<file path="src/hw/rtl/lscr_pkg.sv">
`timescale 1ns / 1ps
// ----------------------------------------------------------------------------
// lscr_pkg
// Shared constants and types of the led shift chain refresher.
// ----------------------------------------------------------------------------
package lscr_pkg;

    // frame geometry
    localparam int FRAME_BYTES_DEF = 12;
    localparam int IDX_W           = 4;

    // input item fields
    localparam int ID_W  = 7;
    localparam int NOW_W = 32;

    // configuration
    localparam int                 INTERVAL_W     = 16;
    localparam logic [INTERVAL_W-1:0] INTERVAL_RESET = 16'd250;
    localparam int                 APB_ADDR_W     = 3;
    localparam int                 APB_DATA_W     = 32;
    localparam logic               REG_REFRESH_INTERVAL = 1'b0;

    // item kinds carried in tuser
    localparam logic OP_LED_CMD = 1'b0;
    localparam logic OP_POLL    = 1'b1;

    // stream widths
    localparam int S_TDATA_W = 40;
    localparam int M_TDATA_W = 16;

    // frame queue status seen by the back end
    typedef struct packed {
        logic not_empty;
        logic full;
    } t_queue_status;

endpackage

</file>
<file path="src/hw/rtl/lscr_front.sv">
`timescale 1ns / 1ps
// ----------------------------------------------------------------------------
// lscr_front
// Accepts commands and polls, keeps the pending and sent images and the time
// of the last send, and pushes a frame snapshot when a poll calls for a send.
// ----------------------------------------------------------------------------
module lscr_front #(
    parameter int FRAME_BYTES = lscr_pkg::FRAME_BYTES_DEF
) (
    input  logic                            i_clk,
    input  logic                            i_rst_n,
    input  logic [lscr_pkg::INTERVAL_W-1:0] i_interval,
    input  logic                            i_valid,
    output logic                            o_ready,
    input  logic                            i_op,
    input  logic [lscr_pkg::ID_W-1:0]       i_led_id,
    input  logic                            i_led_on,
    input  logic [lscr_pkg::NOW_W-1:0]      i_now_ms,
    input  logic                            i_q_full,
    output logic                            o_push,
    output logic [FRAME_BYTES*8-1:0]        o_frame
);

    localparam int IMG_W = FRAME_BYTES * 8;
    localparam int BIT_W = $clog2(IMG_W);

    logic [IMG_W-1:0]               r_pending, n_pending;
    logic [IMG_W-1:0]               r_sent;
    logic [lscr_pkg::NOW_W-1:0]     r_last_ms;
    logic                           accept;
    logic                           id_ok;
    logic [3:0]                     slot;
    logic [6:0]                     pos;
    logic [lscr_pkg::NOW_W-1:0]     elapsed;
    logic                           send;

    // accept whenever the queue has room for a frame
    assign o_ready = !i_q_full;
    assign accept  = i_valid && o_ready;

    // bit position of the led in the image
    assign id_ok = {1'b0, i_led_id} < 8'(IMG_W);
    assign slot  = 4'(FRAME_BYTES - 1) - i_led_id[6:3];
    assign pos   = {slot, i_led_id[2:0]};

    always_comb begin
        n_pending = r_pending;
        if (accept && i_op == lscr_pkg::OP_LED_CMD && id_ok) begin
            n_pending[pos[BIT_W-1:0]] = i_led_on;
        end
    end

    // send decision: image changed or refresh interval elapsed
    assign elapsed = i_now_ms - r_last_ms;
    assign send    = accept && i_op == lscr_pkg::OP_POLL &&
                     ((r_pending != r_sent) ||
                      (elapsed >= {{(lscr_pkg::NOW_W-lscr_pkg::INTERVAL_W){1'b0}}, i_interval}));

    assign o_push  = send;
    assign o_frame = r_pending;

    // image and timestamp state
    always_ff @(posedge i_clk) begin
        if (!i_rst_n) begin
            r_pending <= '0;
            r_sent    <= '0;
            r_last_ms <= '0;
        end else begin
            r_pending <= n_pending;
            if (send) begin
                r_sent    <= r_pending;
                r_last_ms <= i_now_ms;
            end
        end
    end

endmodule

</file>
<file path="src/hw/rtl/lscr_queue.sv">
`timescale 1ns / 1ps
// ----------------------------------------------------------------------------
// lscr_queue
// Two-entry frame queue between the front end and the byte serialiser.
// ----------------------------------------------------------------------------
module lscr_queue #(
    parameter int WIDTH = lscr_pkg::FRAME_BYTES_DEF * 8
) (
    input  logic                    i_clk,
    input  logic                    i_rst_n,
    input  logic                    i_push,
    input  logic [WIDTH-1:0]        i_data,
    input  logic                    i_pop,
    output logic [WIDTH-1:0]        o_head,
    output lscr_pkg::t_queue_status o_status
);

    logic [WIDTH-1:0] r_mem [2];
    logic             r_wr;
    logic             r_rd;
    logic [1:0]       r_count;

    assign o_head           = r_mem[r_rd];
    assign o_status.not_empty = r_count != 2'd0;
    assign o_status.full      = r_count == 2'd2;

    // storage
    always_ff @(posedge i_clk) begin
        if (i_push) begin
            r_mem[r_wr] <= i_data;
        end
    end

    // pointers and fill count
    always_ff @(posedge i_clk) begin
        if (!i_rst_n) begin
            r_wr    <= 1'b0;
            r_rd    <= 1'b0;
            r_count <= 2'd0;
        end else begin
            if (i_push) begin
                r_wr <= !r_wr;
            end
            if (i_pop) begin
                r_rd <= !r_rd;
            end
            unique case ({i_push, i_pop})
                2'b10:   r_count <= r_count + 2'd1;
                2'b01:   r_count <= r_count - 2'd1;
                default: r_count <= r_count;
            endcase
        end
    end

    // no push into a full queue unless a pop frees an entry in the same cycle, no pop from an empty one
    a_no_overflow: assert property (@(posedge i_clk) disable iff (!i_rst_n)
        !(i_push && r_count == 2'd2 && !i_pop))
        else $error("frame queue overflow");

    a_no_underflow: assert property (@(posedge i_clk) disable iff (!i_rst_n)
        !(i_pop && r_count == 2'd0))
        else $error("frame queue underflow");

endmodule

</file>
<file path="src/hw/rtl/lscr_back.sv">
`timescale 1ns / 1ps
// ----------------------------------------------------------------------------
// lscr_back
// Serialises the frame at the queue head into bytes, first byte first,
// flagging the last byte for the latch pulse.
// ----------------------------------------------------------------------------
module lscr_back #(
    parameter int FRAME_BYTES = lscr_pkg::FRAME_BYTES_DEF
) (
    input  logic                       i_clk,
    input  logic                       i_rst_n,
    input  logic [FRAME_BYTES*8-1:0]   i_head,
    input  lscr_pkg::t_queue_status    i_status,
    output logic                       o_pop,
    output logic                       o_valid,
    input  logic                       i_ready,
    output logic [7:0]                 o_byte,
    output logic [lscr_pkg::IDX_W-1:0] o_idx,
    output logic                       o_latch
);

    localparam logic [lscr_pkg::IDX_W-1:0] LAST_IDX = lscr_pkg::IDX_W'(FRAME_BYTES - 1);

    logic [lscr_pkg::IDX_W-1:0] r_idx;
    logic                       fire;
    logic                       last;

    assign o_valid = i_status.not_empty;
    assign fire    = o_valid && i_ready;
    assign last    = r_idx == LAST_IDX;
    assign o_pop   = fire && last;
    assign o_idx   = r_idx;
    assign o_latch = last;

    // byte select
    always_comb begin
        o_byte = '0;
        for (int k = 0; k < FRAME_BYTES; k++) begin
            if (r_idx == lscr_pkg::IDX_W'(k)) begin
                o_byte = i_head[k*8 +: 8];
            end
        end
    end

    // byte counter
    always_ff @(posedge i_clk) begin
        if (!i_rst_n) begin
            r_idx <= '0;
        end else if (fire) begin
            r_idx <= last ? '0 : r_idx + lscr_pkg::IDX_W'(1);
        end
    end

    a_idx_range: assert property (@(posedge i_clk) disable iff (!i_rst_n)
        r_idx <= LAST_IDX)
        else $error("byte index past end of frame");

    a_frame_restart: assert property (@(posedge i_clk) disable iff (!i_rst_n)
        (fire && last) |=> (r_idx == '0))
        else $error("frame did not restart at byte zero");

    a_reset_idle: assert property (@(posedge i_clk)
        !i_rst_n |=> (r_idx == '0 && !o_valid))
        else $error("serialiser active after reset");

endmodule

</file>
<file path="src/hw/rtl/led_shift_chain_refresher.sv">
`timescale 1ns / 1ps
// ----------------------------------------------------------------------------
// led_shift_chain_refresher
// LED image refresher for a shift register chain: led commands and timed
// polls in, frame bytes with a latch flag out.
// ----------------------------------------------------------------------------
// Throughput: one input transaction per cycle while the two-entry frame queue
//   has room; each sent frame holds the output for FRAME_BYTES transactions.
// Latency: with the queue empty, the first byte of a frame is valid the cycle
//   after the poll is taken; a frame already queued delays it by its bytes.
// Reset (synchronous, active low): images and last send time cleared, queue
//   emptied, refresh interval back to 250 ms.
module led_shift_chain_refresher #(
    parameter int FRAME_BYTES = lscr_pkg::FRAME_BYTES_DEF
) (
    input  logic                            i_clk,
    input  logic                            i_rst_n,
    // input stream
    input  logic                            s_axis_tvalid,
    output logic                            s_axis_tready,
    // led_id[6:0], led_on[7], now_ms[39:8]
    input  logic [lscr_pkg::S_TDATA_W-1:0]  s_axis_tdata,
    input  logic                            s_axis_tuser,   // op[0]
    // output stream
    output logic                            m_axis_tvalid,
    input  logic                            m_axis_tready,
    // frame_byte[7:0], byte_index[11:8], zero[15:12]
    output logic [lscr_pkg::M_TDATA_W-1:0]  m_axis_tdata,
    output logic                            m_axis_tlast,   // latch
    // configuration
    input  logic                            psel,
    input  logic                            penable,
    input  logic                            pwrite,
    input  logic [lscr_pkg::APB_ADDR_W-1:0] paddr,
    input  logic [lscr_pkg::APB_DATA_W-1:0] pwdata,
    output logic [lscr_pkg::APB_DATA_W-1:0] prdata,
    output logic                            pready
);

    localparam int IMG_W = FRAME_BYTES * 8;

    logic [lscr_pkg::INTERVAL_W-1:0] r_interval;
    logic                            cfg_wr;
    logic                            push;
    logic                            pop;
    logic [IMG_W-1:0]                frame;
    logic [IMG_W-1:0]                head;
    lscr_pkg::t_queue_status         q_status;
    logic [7:0]                      out_byte;
    logic [lscr_pkg::IDX_W-1:0]      out_idx;

    // configuration register
    assign pready = 1'b1;
    assign cfg_wr = psel && penable && pwrite && pready &&
                    paddr[2] == lscr_pkg::REG_REFRESH_INTERVAL;

    always_ff @(posedge i_clk) begin
        if (!i_rst_n) begin
            r_interval <= lscr_pkg::INTERVAL_RESET;
        end else if (cfg_wr) begin
            r_interval <= pwdata[lscr_pkg::INTERVAL_W-1:0];
        end
    end

    assign prdata = (paddr[2] == lscr_pkg::REG_REFRESH_INTERVAL) ?
                    {{(lscr_pkg::APB_DATA_W-lscr_pkg::INTERVAL_W){1'b0}}, r_interval} : '0;

    // front end
    lscr_front #(
        .FRAME_BYTES(FRAME_BYTES)
    ) u_front (
        .i_clk      (i_clk),
        .i_rst_n    (i_rst_n),
        .i_interval (r_interval),
        .i_valid    (s_axis_tvalid),
        .o_ready    (s_axis_tready),
        .i_op       (s_axis_tuser),
        .i_led_id   (s_axis_tdata[6:0]),
        .i_led_on   (s_axis_tdata[7]),
        .i_now_ms   (s_axis_tdata[39:8]),
        .i_q_full   (q_status.full),
        .o_push     (push),
        .o_frame    (frame)
    );

    // frame queue
    lscr_queue #(
        .WIDTH(IMG_W)
    ) u_queue (
        .i_clk    (i_clk),
        .i_rst_n  (i_rst_n),
        .i_push   (push),
        .i_data   (frame),
        .i_pop    (pop),
        .o_head   (head),
        .o_status (q_status)
    );

    // byte serialiser
    lscr_back #(
        .FRAME_BYTES(FRAME_BYTES)
    ) u_back (
        .i_clk    (i_clk),
        .i_rst_n  (i_rst_n),
        .i_head   (head),
        .i_status (q_status),
        .o_pop    (pop),
        .o_valid  (m_axis_tvalid),
        .i_ready  (m_axis_tready),
        .o_byte   (out_byte),
        .o_idx    (out_idx),
        .o_latch  (m_axis_tlast)
    );

    assign m_axis_tdata = {4'b0000, out_idx, out_byte};

endmodule

</file>
<file path="config.mk">
export PLATFORM = sky130hd
export DESIGN_NAME = led_shift_chain_refresher
export DESIGN_NICKNAME = d
export VERILOG_FILES = /design/src/hw/rtl/lscr_pkg.sv /design/src/hw/rtl/lscr_front.sv /design/src/hw/rtl/lscr_queue.sv /design/src/hw/rtl/lscr_back.sv /design/src/hw/rtl/led_shift_chain_refresher.sv
export SDC_FILE = /design/constraint.sdc
export NUM_CORES = 1
export LEC_CHECK = 0
export ABC_AREA = 1
export BUFFER_PORTS_ARGS = -buffer_cell sky130_fd_sc_hd__buf_2
export CELL_PAD_IN_SITES_DETAIL_PLACEMENT = 1
export CELL_PAD_IN_SITES_GLOBAL_PLACEMENT = 1
export CORE_ASPECT_RATIO = 0.9
export CORE_UTILIZATION = 39
export DETAILED_ROUTE_END_ITERATION = 16
export GPL_TIMING_DRIVEN = 0
export PLACE_DENSITY = 0.73
export SETUP_SLACK_MARGIN = 0.2
export SYNTH_ARGS = -nofsm -noshare
export SYNTH_HDL_FRONTEND = slang
export SYNTH_SLANG_ARGS = --single-unit
</file>
<file path="constraint.sdc">
create_clock -name i_clk -period 14.5 [get_ports i_clk]
set_clock_uncertainty 0.2 [all_clocks]
set_input_delay 2.9 -clock i_clk [delete_from_list [all_inputs] [get_ports i_clk]]
set_output_delay 2.9 -clock i_clk [all_outputs]
set_load 0.005 [all_outputs]
</file>
### Yosys cells after proc, flatten, opt, wreduce, memory -nomap -nowiden

Memories as Yosys holds them, arrays and structs flattened. A register that Yosys moved wholly into a read port is not among the register bits.
Cells that the tools add are included.

* memories kept: 1
* input port bits: 83
* word-level logic and storage cells: 75
* flip-flop bits (word level): 248
* output and inout port bits: 52
* RAM bits: 192

* eq/ne operators: 15
* reduce and logical (&&, ||, !) cells: 18
* mux-type cells: 22
* add/sub/neg operators: 5
* order comparisons: 4
* bitwise logic cells: 2

Memories
* u_queue.r_mem: depth 2, width 96, read ports 1, clocked after memory_dff 1, wr ports 1, RTL line lscr_queue.sv:18 `logic [WIDTH-1:0] r_mem [2];`

Operators by type and width (number)
* bitwise mux 96 bit: 1
* 2-to-1 mux 8 bit: 12
* inequality test 96 bit: 1
* >= comparator 32 x 16 -> 1 bit: 1
* subtractor 32 bit: 1
* equality test 4 x 3 -> 1 bit (second input constant): 4
* equality test 4 bit (second input constant): 4
* 2-to-1 mux 16 bit: 1
* logical AND 1 bit: 11
* equality test 4 x 2 -> 1 bit (second input constant): 2
* less-than comparator 7 x 8 -> 1 bit (second input constant): 1
* demux 1 bit (select 7 bit): 1
* >= comparator 7 x 1 -> 1 bit (second input constant): 1
* less-than comparator 7 bit (second input constant): 1
* 2-to-1 mux 1 bit: 5
* adder 4 x 1 -> 4 bit (second input constant): 1
* equality test 2 bit (second input constant): 2
* equality test 4 x 1 -> 1 bit (second input constant): 1
* zero test 4 bit: 1
* 2-to-1 mux 4 bit: 1
* one-hot mux 2 bit (2 select lines): 1
* nonzero test 2 bit: 2
* subtractor 4 bit (first input constant): 1
* zero test 1 bit: 3
* 5 further kinds: 6

### Longest topological paths before layout

Gate-level depths: netlist (run 1).

* word-level depth: 13
* mapped depth: 26
* gate-level depth less buffers: 24

### Cells and area by module

Synthesis (run 1) repeated with hierarchy kept, for this count alone.

* cells, all modules: 2986
* area, all modules: 23585.1 µm²

By module, submodules not included
* lscr_front: times used 1, area each 13793.2 µm², sequential area each 4484.3 µm², cells each 2192
* lscr_queue: times used 1, area each 7354.6 µm², sequential area each 5865.6 µm², cells each 334
* lscr_back: times used 1, area each 1451.4 µm², sequential area each 80.1 µm², cells each 306
* led_shift_chain_refresher: times used 1, area each 985.9 µm², sequential area each 320.3 µm², cells each 154

### Worst setup path after synthesis (run 1)

Ideal clock, no wire load.

* path type: input to register
* start: input s_axis_tdata[8] in the netlist's numbering
* end: memory u_queue.r_mem[0][0] in the netlist's numbering, enable pin
* path buffers: 2
* library setup time: 0.551 ns
* cell stages on the path: 20
* data required time: 13.749 ns
* arrival: 9.366 ns
* slack: 4.382 ns
* cells stage by stage: inv_1 > ha_1 > fa_1 > inv_1 > nand2_1 > nand3_1 > nand2_1 > nand2_2 > xor2_1 > ha_1 > nand2_1 > inv_1 > nand3_1 > nor3_1 > nand3_1 > nand4_2 > buf_2 > buf_2 > nand2_1 > nor2_1

* cells in the longest elaborated chain, start to end: 6

Ends and longest elaborated chain
* start: declaration: RTL line led_shift_chain_refresher.sv:22 `input logic [lscr_pkg::S_TDATA_W-1:0] s_axis_tdata,`
* subtractor 32 bit: RTL line lscr_front.sv:54 `assign elapsed = i_now_ms - r_last_ms;`
* >= comparator 32 x 16 -> 1 bit: RTL line lscr_front.sv:57 `(elapsed >= {{(lscr_pkg::NOW_W-lscr_pkg::INTERVAL_W){1'b0}}, i_interval}));`
* logical OR 1 bit: RTL line lscr_front.sv:56 `((r_pending != r_sent) ||`
* logical AND 1 bit: RTL line lscr_front.sv:55 `assign send = accept && i_op == lscr_pkg::OP_POLL &&`
* 2-to-1 mux 1 bit: RTL line lscr_queue.sv:29 `if (i_push) begin`
* 2-to-1 mux 1 bit (implied by the code): RTL line lscr_queue.sv:30 `r_mem[r_wr] <= i_data;`
* end: declaration: RTL line lscr_queue.sv:18

Every way passes these cells.

### Worst setup path after layout (run 1)

* start: input s_axis_tdata[8] in the netlist's numbering
* end: memory u_queue.r_mem[0][73] in the netlist's numbering, enable pin

The elaborated chain is that of the path after synthesis.

==> flow_summary.json, run 1 <==
{
  "outcome": "finished clean",
  "worstPathMaxFanout": 32,
  "cts.repair.resized": 0,
  "tritoncts.num_buffers": 50,
  "clkLatencyLatePin_ns": 0.61,
  "cts-htree-levels": 2,
  "via_per_inst": 5.232,
  "grt_pass1_vias": 20590,
  "regToRegStartpoint": "u_front.r_last_ms[5]",
  "grt_pass1_wl_mm": 116.0,
  "count_of_buffers_inserted_at_the_top_level_ports": 92,
  "timing.critical_path.arrival_ns": 8.07,
  "ctsRootBufferMaster": "sky130_fd_sc_hd__clkbuf_16",
  "start_util_pct": 39.76,
  "clock-sinks": 441,
  "remaining_drc_errors": 0,
  "synth.cell_area_sq_mm": 0.02227,
  "syn_avg_cell_area_sq_um": 7.766,
  "synth_top_flop_cell": "sky130_fd_sc_hd__dfxtp_1",
  "clk_path_buf_depth": 3,
  "worstSetupEndpoint": "u_queue.r_mem[0][73]",
  "worstPathRequired_ns": 14.59,
  "antenna_found_initial": 4,
  "hold_buffers": 0,
  "postLayoutCoreUtil_pct": 45.62,
  "max_slew_margin_pct": 10.88,
  "timing.setup.critical_path_class": "in2reg",
  "post-cts-setup-buffers": 0,
  "grt_overflow_total": 0,
  "finalHoldWorstSlack_ns": 0.2537,
  "yosysSeqAreaShare_pct": 48.27,
  "die_h_microns": 228.7,
  "wirelength_mm": 74.90,
  "drt.antenna.violating_nets": 0,
  "area_delta_synth_final_pct": 14.75,
  "highest_clock_rate_ghz": 0.1253,
  "post_route_cells_drive_above_1_share_pct": 8.902,
  "power_density_mw_per_mm2": 119.8,
  "unrepaired_setup_endpoints_after_global_routing": "false",
  "drv_cap": 0,
  "worst-r2r-cell-count": 22,
  "clock_pin_slew_on_the_worst_setup_and_hold_paths_ns": 0.06,
  "timing.final.crit_period_ns": 7.981,
  "drt-initial-drc-count": 1227,
  "grt_util_all_layers_pct": 25.89,
  "r2r_setup_slack_ns": 8.62,
  "worst_ir_drop_vdd_v": 0.00008844,
  "timing.critical_path.from": "s_axis_tdata[8]",
  "hold_viol": 0,
  "routed_wire_length_per_instance_microns": 19.52,
  "std_cell_rows": 82,
  "route.vias.total": 20070,
  "tightestPinTransition_ns": 1.337,
  "setup_viol_count_final": 0,
  "pin_count_of_the_biggest_net_entering_global_routing": 57,
  "die_area_sq_mm": 0.05807,
  "detailedRoute.firstPassIterationCount": 7,
  "totalNegativeSetupSlack_ns": 0,
  "gp_routability_congestion": 0.9207,
  "reg2reg_to": "u_queue.r_mem[0][73]",
  "number_of_pins_exceeding_their_max_slew_limit_in_the_final_report": 0,
  "async_reset_ff_share_pct": 0,
  "core-area_sq_mm": 0.05602,
  "fin_crit_sh_pct": 55.04,
  "die_w_microns": 253.9,
  "synth_cell_types": 41,
  "flop_and_latch_count_out_of_synthesis": 441,
  "endpoint_kind": "flop",
  "synthesis.yosys.warnings": 0,
  "dp_hpwl_mm": 55.70,
  "synth_enable_flop_cells": 192,
  "hold_path_class": "reg2reg",
  "io_pins": 135,
  "post_synth_inst_count": 2868,
  "num-nets-final": 3172,
  "fillerInstances": 6966,
  "tritoncts": "yes",
  "critical_path_start_type": "input pin",
  "total_leakage_power_nw": 10.70,
  "p_total_mw": 3.063
}
sequential cells by signal (all words and copies together), names as in the netlist, named ones only:
signal             cells
u_queue.r_wr           1
u_front.r_sent        96
u_queue.r_count        2
u_queue.r_rd           1
r_interval            16
u_back.o_idx           4
u_queue.r_mem        192
u_front.r_last_ms     32
u_front.o_frame       96
power by group:
part           switching (mW)  leakage, nW  total [mW]  internal, mW
combinational           0.262         6.11       0.398         0.136
sequential             0.0220         3.78        1.36          1.33
clock                   0.554        0.818        1.31         0.754
worst max-delay path: stages:
cell,delay (ns)
sky130_fd_sc_hd__buf_2,0.08
sky130_fd_sc_hd__inv_1,0.08
sky130_fd_sc_hd__ha_1,0.26
sky130_fd_sc_hd__fa_1,0.44
sky130_fd_sc_hd__inv_1,0.13
sky130_fd_sc_hd__nand2_1,0.07
sky130_fd_sc_hd__nand3_1,0.12
sky130_fd_sc_hd__nand2_1,0.09
sky130_fd_sc_hd__nand2_2,0.15
sky130_fd_sc_hd__xor2_1,0.35
sky130_fd_sc_hd__ha_1,0.18
sky130_fd_sc_hd__nand2_1,0.05
sky130_fd_sc_hd__inv_1,0.06
sky130_fd_sc_hd__nand3_1,0.09
sky130_fd_sc_hd__nor3_1,0.24
sky130_fd_sc_hd__nand3_1,0.15
sky130_fd_sc_hd__nand4_2,0.31
sky130_fd_sc_hd__buf_2,0.35
sky130_fd_sc_hd__buf_2,0.30
sky130_fd_sc_hd__nand2_1,0.38
sky130_fd_sc_hd__nor2_4,0.73
sky130_fd_sc_hd__buf_12,0.28
sky130_fd_sc_hd__buf_12,0.24
layer usage:
| layer | up-vias | wire, microns | track usage, % |
|---|---|---|---|
| li1 | 9653 | - | - |
| met1 | 9828 | 32390 | 33.24 |
| met2 | 454 | 36450 | 44.24 |
| met3 | 132 | 3497 | 3.246 |
| met4 | 4 | 2525 | 9.601 |
| met5 | - | 30 | 0 |
synthesized netlist by cell type (2+ instances only):
cell type / number / area [sq um]
sky130_fd_sc_hd__inv_2: 4 / 15.01
sky130_fd_sc_hd__xnor2_1: 30 / 262.8
sky130_fd_sc_hd__clkbuf_1: 92 / 345.3
sky130_fd_sc_hd__or2_2: 37 / 231.5
sky130_fd_sc_hd__o21bai_1: 2 / 15.01
sky130_fd_sc_hd__conb_1: 2 / 7.510
sky130_fd_sc_hd__ha_1: 52 / 650.6
sky130_fd_sc_hd__a31oi_1: 24 / 150.1
sky130_fd_sc_hd__nand3_1: 217 / 1086
sky130_fd_sc_hd__nand3b_1: 7 / 52.55
sky130_fd_sc_hd__edfxtp_1: 192 / 5766
sky130_fd_sc_hd__dfxtp_1: 249 / 4985
sky130_fd_sc_hd__nor3_1: 28 / 140.1
sky130_fd_sc_hd__a21oi_1: 284 / 1421
sky130_fd_sc_hd__buf_4: 22 / 165.2
sky130_fd_sc_hd__buf_2: 17 / 85.08
sky130_fd_sc_hd__and2_1: 6 / 37.54
sky130_fd_sc_hd__and3_1: 2 / 12.51
sky130_fd_sc_hd__nor2_1: 277 / 1040
sky130_fd_sc_hd__mux2i_1: 7 / 70.07
sky130_fd_sc_hd__clkinv_1: 3 / 11.26
sky130_fd_sc_hd__nor3b_1: 4 / 30.03
sky130_fd_sc_hd__nor2_2: 3 / 18.77
sky130_fd_sc_hd__buf_1: 15 / 56.30
sky130_fd_sc_hd__buf_6: 8 / 90.09
sky130_fd_sc_hd__o21a_1: 2 / 15.01
sky130_fd_sc_hd__nand4_1: 20 / 125.1
sky130_fd_sc_hd__inv_1: 328 / 1231
sky130_fd_sc_hd__xor2_1: 61 / 534.3
sky130_fd_sc_hd__o21ai_0: 147 / 735.7
sky130_fd_sc_hd__o211ai_1: 29 / 217.7
sky130_fd_sc_hd__nand2_1: 688 / 2582
worst min-delay path by stage:
stage	from	end	slack [ns]	cells after the start
2_1_floorplan	u_front.o_frame[13]	u_queue.r_mem[0][13]	0.23	0
3_3_place_gp	u_front.o_frame[37]	u_queue.r_mem[1][37]	0.23	0
3_5_place_dp	u_front.o_frame[73]	u_queue.r_mem[1][73]	0.24	0
4_1_cts	u_front.o_frame[73]	u_queue.r_mem[1][73]	0.26	0
5_1_grt	u_front.o_frame[67]	u_queue.r_mem[0][67]	0.27	0
6_report	u_front.o_frame[73]	u_queue.r_mem[1][73]	0.25	0
placed cells by master, fill, tap and decap left out, drive strengths merged, types with 4 or more instances in the layout:
cell type | Yosys | final
o21ai | 147 | 147
clkinvlp | 0 | 5
dfxtp | 249 | 249
clkbuf | 92 | 145
mux2i | 7 | 7
a31oi | 24 | 24
clkinv | 3 | 30
xor2 | 61 | 61
nor3 | 28 | 28
and2 | 6 | 6
bufinv | 0 | 6
nand3 | 218 | 218
or2 | 38 | 38
a21oi | 284 | 284
nand2 | 689 | 689
inv | 332 | 335
buf | 62 | 159
ha | 52 | 52
nand3b | 7 | 7
xnor2 | 30 | 30
nor2 | 280 | 280
nand4 | 21 | 21
nor3b | 4 | 4
edfxtp | 192 | 192
conb | 2 | 21
o211ai | 29 | 29
final cells by class:
type / instances / area [sq um] / area share (%)
clock buffers: 53 / 1284 / 5.023
multi-input cells: 1957 / 9602 / 37.57
clock inverters: 41 / 399.1 / 1.562
repair buffers: 97 / 570.5 / 2.232
diodes: 2 / 5.005 / 0.01958
well taps: 756 / 945.9 / 3.701
plain buffers: 154 / 742.0 / 2.903
inverters: 335 / 1260 / 4.930
flip-flops and latches: 441 / 10750 / 42.06
cells by family (layout without fill, tap and decap cells):
kind of cell	Yosys count	count (layout)	synth area share (%)
AND/OR/NAND/NOR	1294	1294	24.23
multiplexers	7	7	0.3146
AO/OA/AOI/OAI	491	491	11.58
buffers and inverters	489	680	8.977
flip-flops	441	441	48.27
other	2	23	0.03372
XOR/XNOR	91	91	3.578
adder cells (fa/ha/maj)	53	53	3.011
per-stage QoR:
step                worst slack, ns  instances  area (sq um)
floorplan                     4.382       2887         22340
global placement             0.3940       3735         23750
detailed placement            5.884       3740         23870
CTS                           6.523       3834         25550
global route                  6.226       3836         25560
finish                        6.519       3836         25560
Power figures use the tool's default switching activity.
==> run 2: changes to the inputs <==
Settings changed: PLACE_DENSITY 0.73 to 0.76.
Clock period 14.5 ns to 6.5 ns, I/O delays scaled along.
==> run 2 against run 1 <==
  * Critical path type unchanged
  * Via count up 1.0%
  * Power up 110%
  * Sequential cell count is the same
  * Setup slack got worse by 6.1 ns
==> flow_summary.json, run 2 (same netlist as run 1, synthesis figures left out) <==
{
  "pin_count_of_the_biggest_net_entering_global_routing": 53,
  "most_common_library_cell_in_the_layout_ignoring_fill_and_taps": "sky130_fd_sc_hd__nand2_1",
  "timing.critical_path.arrival_ns": 6.06,
  "core-area_sq_mm": 0.05602,
  "clkLatencyLatePin_ns": 0.60,
  "wirelength_mm": 75.90,
  "met3_usage_pct": 2.995,
  "route.vias.total": 20280,
  "tritoncts.num_buffers": 47,
  "ctsRootBufferMaster": "sky130_fd_sc_hd__clkbuf_16",
  "worstPathRequired_ns": 6.52,
  "pre_cts_slack_ns": -0.5907,
  "max_slew_margin_pct": 5.500,
  "top_usage_layer": "met2",
  "hold_path_class": "reg2reg",
  "highest_clock_rate_ghz": 0.1655,
  "grt_pass1_vias": 20900,
  "timing.final.crit_period_ns": 6.041,
  "hold_viol": 0,
  "footprint_of_the_multi_input_gates_sq_mm": 0.009608,
  "tightestPinTransition_ns": 1.418,
  "setup_viol_count_final": 0,
  "regToRegStartpoint": "u_front.r_last_ms[1]",
  "die_w_microns": 253.9,
  "r2r_setup_slack_ns": 0.98,
  "timing.setup.critical_path_class": "in2reg",
  "tritoncts": "yes",
  "dp_hpwl_mm": 56.13,
  "drt.antenna.violating_nets": 0,
  "layout_common_cells": "sky130_fd_sc_hd__nand2_1, sky130_fd_sc_hd__inv_1, sky130_fd_sc_hd__a21oi_1",
  "fillerInstances": 6987,
  "power_density_mw_per_mm2": 257.1,
  "worst_ir_drop_vdd_v": 0.0001898,
  "gp_routability_congestion": 0.9331,
  "totalNegativeSetupSlack_ns": 0,
  "via_per_inst": 5.290,
  "largest_reg_flops": 192,
  "critical_path_start_type": "input pin",
  "finalHoldWorstSlack_ns": 0.2674,
  "use_met1_pct": 33.58,
  "grt_util_all_layers_pct": 26.20,
  "grt_util_met2_pct": 45.61,
  "remaining_drc_errors": 0,
  "start_util_pct": 39.76,
  "antenna_found_initial": 4,
  "drv_cap": 0,
  "worstPathMaxFanout": 12,
  "drt-initial-drc-count": 1389,
  "cts-htree-levels": 2,
  "std_cell_rows": 82,
  "worst-r2r-cell-count": 20,
  "clock_pin_slew_on_the_worst_setup_and_hold_paths_ns": 0.06,
  "worst_slack_ns": 0.4593,
  "timing.critical_path.from": "s_axis_tdata[8]",
  "die_area_sq_mm": 0.05807,
  "detailedRoute.firstPassIterationCount": 5,
  "routed_wire_length_per_instance_microns": 19.80,
  "reg2reg_to": "u_queue.r_mem[0][47]",
  "fin_crit_sh_pct": 92.93,
  "count_of_buffers_inserted_at_the_top_level_ports": 92,
  "unrepaired_setup_endpoints_after_global_routing": "false",
  "area_delta_synth_final_pct": 13.76,
  "number_of_pins_exceeding_their_max_slew_limit_in_the_final_report": 0,
  "num-nets-final": 3172,
  "io_pins": 135,
  "die_h_microns": 228.7,
  "endpoint_kind": "flop",
  "grt_overflow_total": 0,
  "outcome": "finished clean",
  "area.sequential_sq_mm": 0.01075,
  "clock-sinks": 441,
  "worstSetupEndpoint": "u_queue.r_mem[0][47]",
  "clk_path_buf_depth": 3,
  "grt_pass1_wl_mm": 117.5,
  "cts.repair.resized": 0,
  "post_route_cells_drive_above_1_share_pct": 8.718,
  "hold_buffers": 0,
  "registers.top_by_ff_count": "u_queue.r_mem",
  "total_leakage_power_nw": 10.62
}
run 2: worst max-delay path: stages:
cell and delay [ns]:
sky130_fd_sc_hd__buf_2 0.09, sky130_fd_sc_hd__inv_1 0.13, sky130_fd_sc_hd__ha_1 0.25, sky130_fd_sc_hd__inv_1 0.11, sky130_fd_sc_hd__nand3_1 0.09, sky130_fd_sc_hd__nand3_1 0.22, sky130_fd_sc_hd__nand2_1 0.15, sky130_fd_sc_hd__nand2_1 0.15
sky130_fd_sc_hd__nand2_1 0.10, sky130_fd_sc_hd__nand2_1 0.10, sky130_fd_sc_hd__xor2_1 0.20, sky130_fd_sc_hd__ha_1 0.32, sky130_fd_sc_hd__nand2_1 0.06, sky130_fd_sc_hd__inv_1 0.07, sky130_fd_sc_hd__nand3_1 0.11, sky130_fd_sc_hd__nor3_1 0.23
sky130_fd_sc_hd__nand3_1 0.13, sky130_fd_sc_hd__nand4_2 0.30, sky130_fd_sc_hd__buf_2 0.35, sky130_fd_sc_hd__buf_2 0.29, sky130_fd_sc_hd__nand2_1 0.39, sky130_fd_sc_hd__nor2_2 0.88
run 2: worst min-delay path by stage:
stage / start / end / slack [ns] / depth (start not counted)
4_1_cts: u_front.o_frame[37] / u_queue.r_mem[1][37] / 0.26 / 0
6_report: u_front.o_frame[37] / u_queue.r_mem[1][37] / 0.27 / 0
3_3_place_gp: u_front.o_frame[3] / u_queue.r_mem[1][3] / 0.24 / 0
2_1_floorplan: u_front.o_frame[13] / u_queue.r_mem[0][13] / 0.23 / 0
5_1_grt: u_front.o_frame[69] / u_queue.r_mem[0][69] / 0.28 / 0
3_5_place_dp: u_front.o_frame[37] / u_queue.r_mem[0][37] / 0.25 / 0
run 2: area by class of cell:
type	count	share of cell area [%]
diodes	3	0.02963
clock buffers	65	5.106
inverters	335	4.973
clock inverters	22	0.6272
repair buffers	99	2.252
multi-input cells	1958	37.92
plain buffers	154	2.928
well taps	756	3.733
flip-flops and latches	441	42.43
run 2: repair_timing:
action,4_1_cts,5_1_grt
pin swaps,1,1
setup endpoints to repair,24,56
hold endpoints to repair,0,0
buffers inserted,0,3
gates cloned,1,0
run 2: per-stage QoR:
step                      util [%]  instances  area (sq um)  power [mW]
final                        45.23       3833         25340       6.514
after global routing         45.22       3831         25330       6.770
after CTS                    45.18       3827         25310       6.554
after detailed placement     42.57       3739         23850       3.970
after global placement       42.41       3735         23760       3.923
after floorplan                  -       2887         22350       3.653
run 2: power by group:
part	switching [mW]	internal, mW
logic	0.589	0.304
clock network	1.15	1.44
registers	0.0501	2.98
total	1.79	4.72
run 2: per-layer routing:
layer | vias to the layer above | share of wire (%)
li1 | 9638 | -
met1 | 9999 | 42
met2 | 504 | 49
met3 | 132 | 5.2
met4 | 4 | 3.0
met5 | - | 0.036
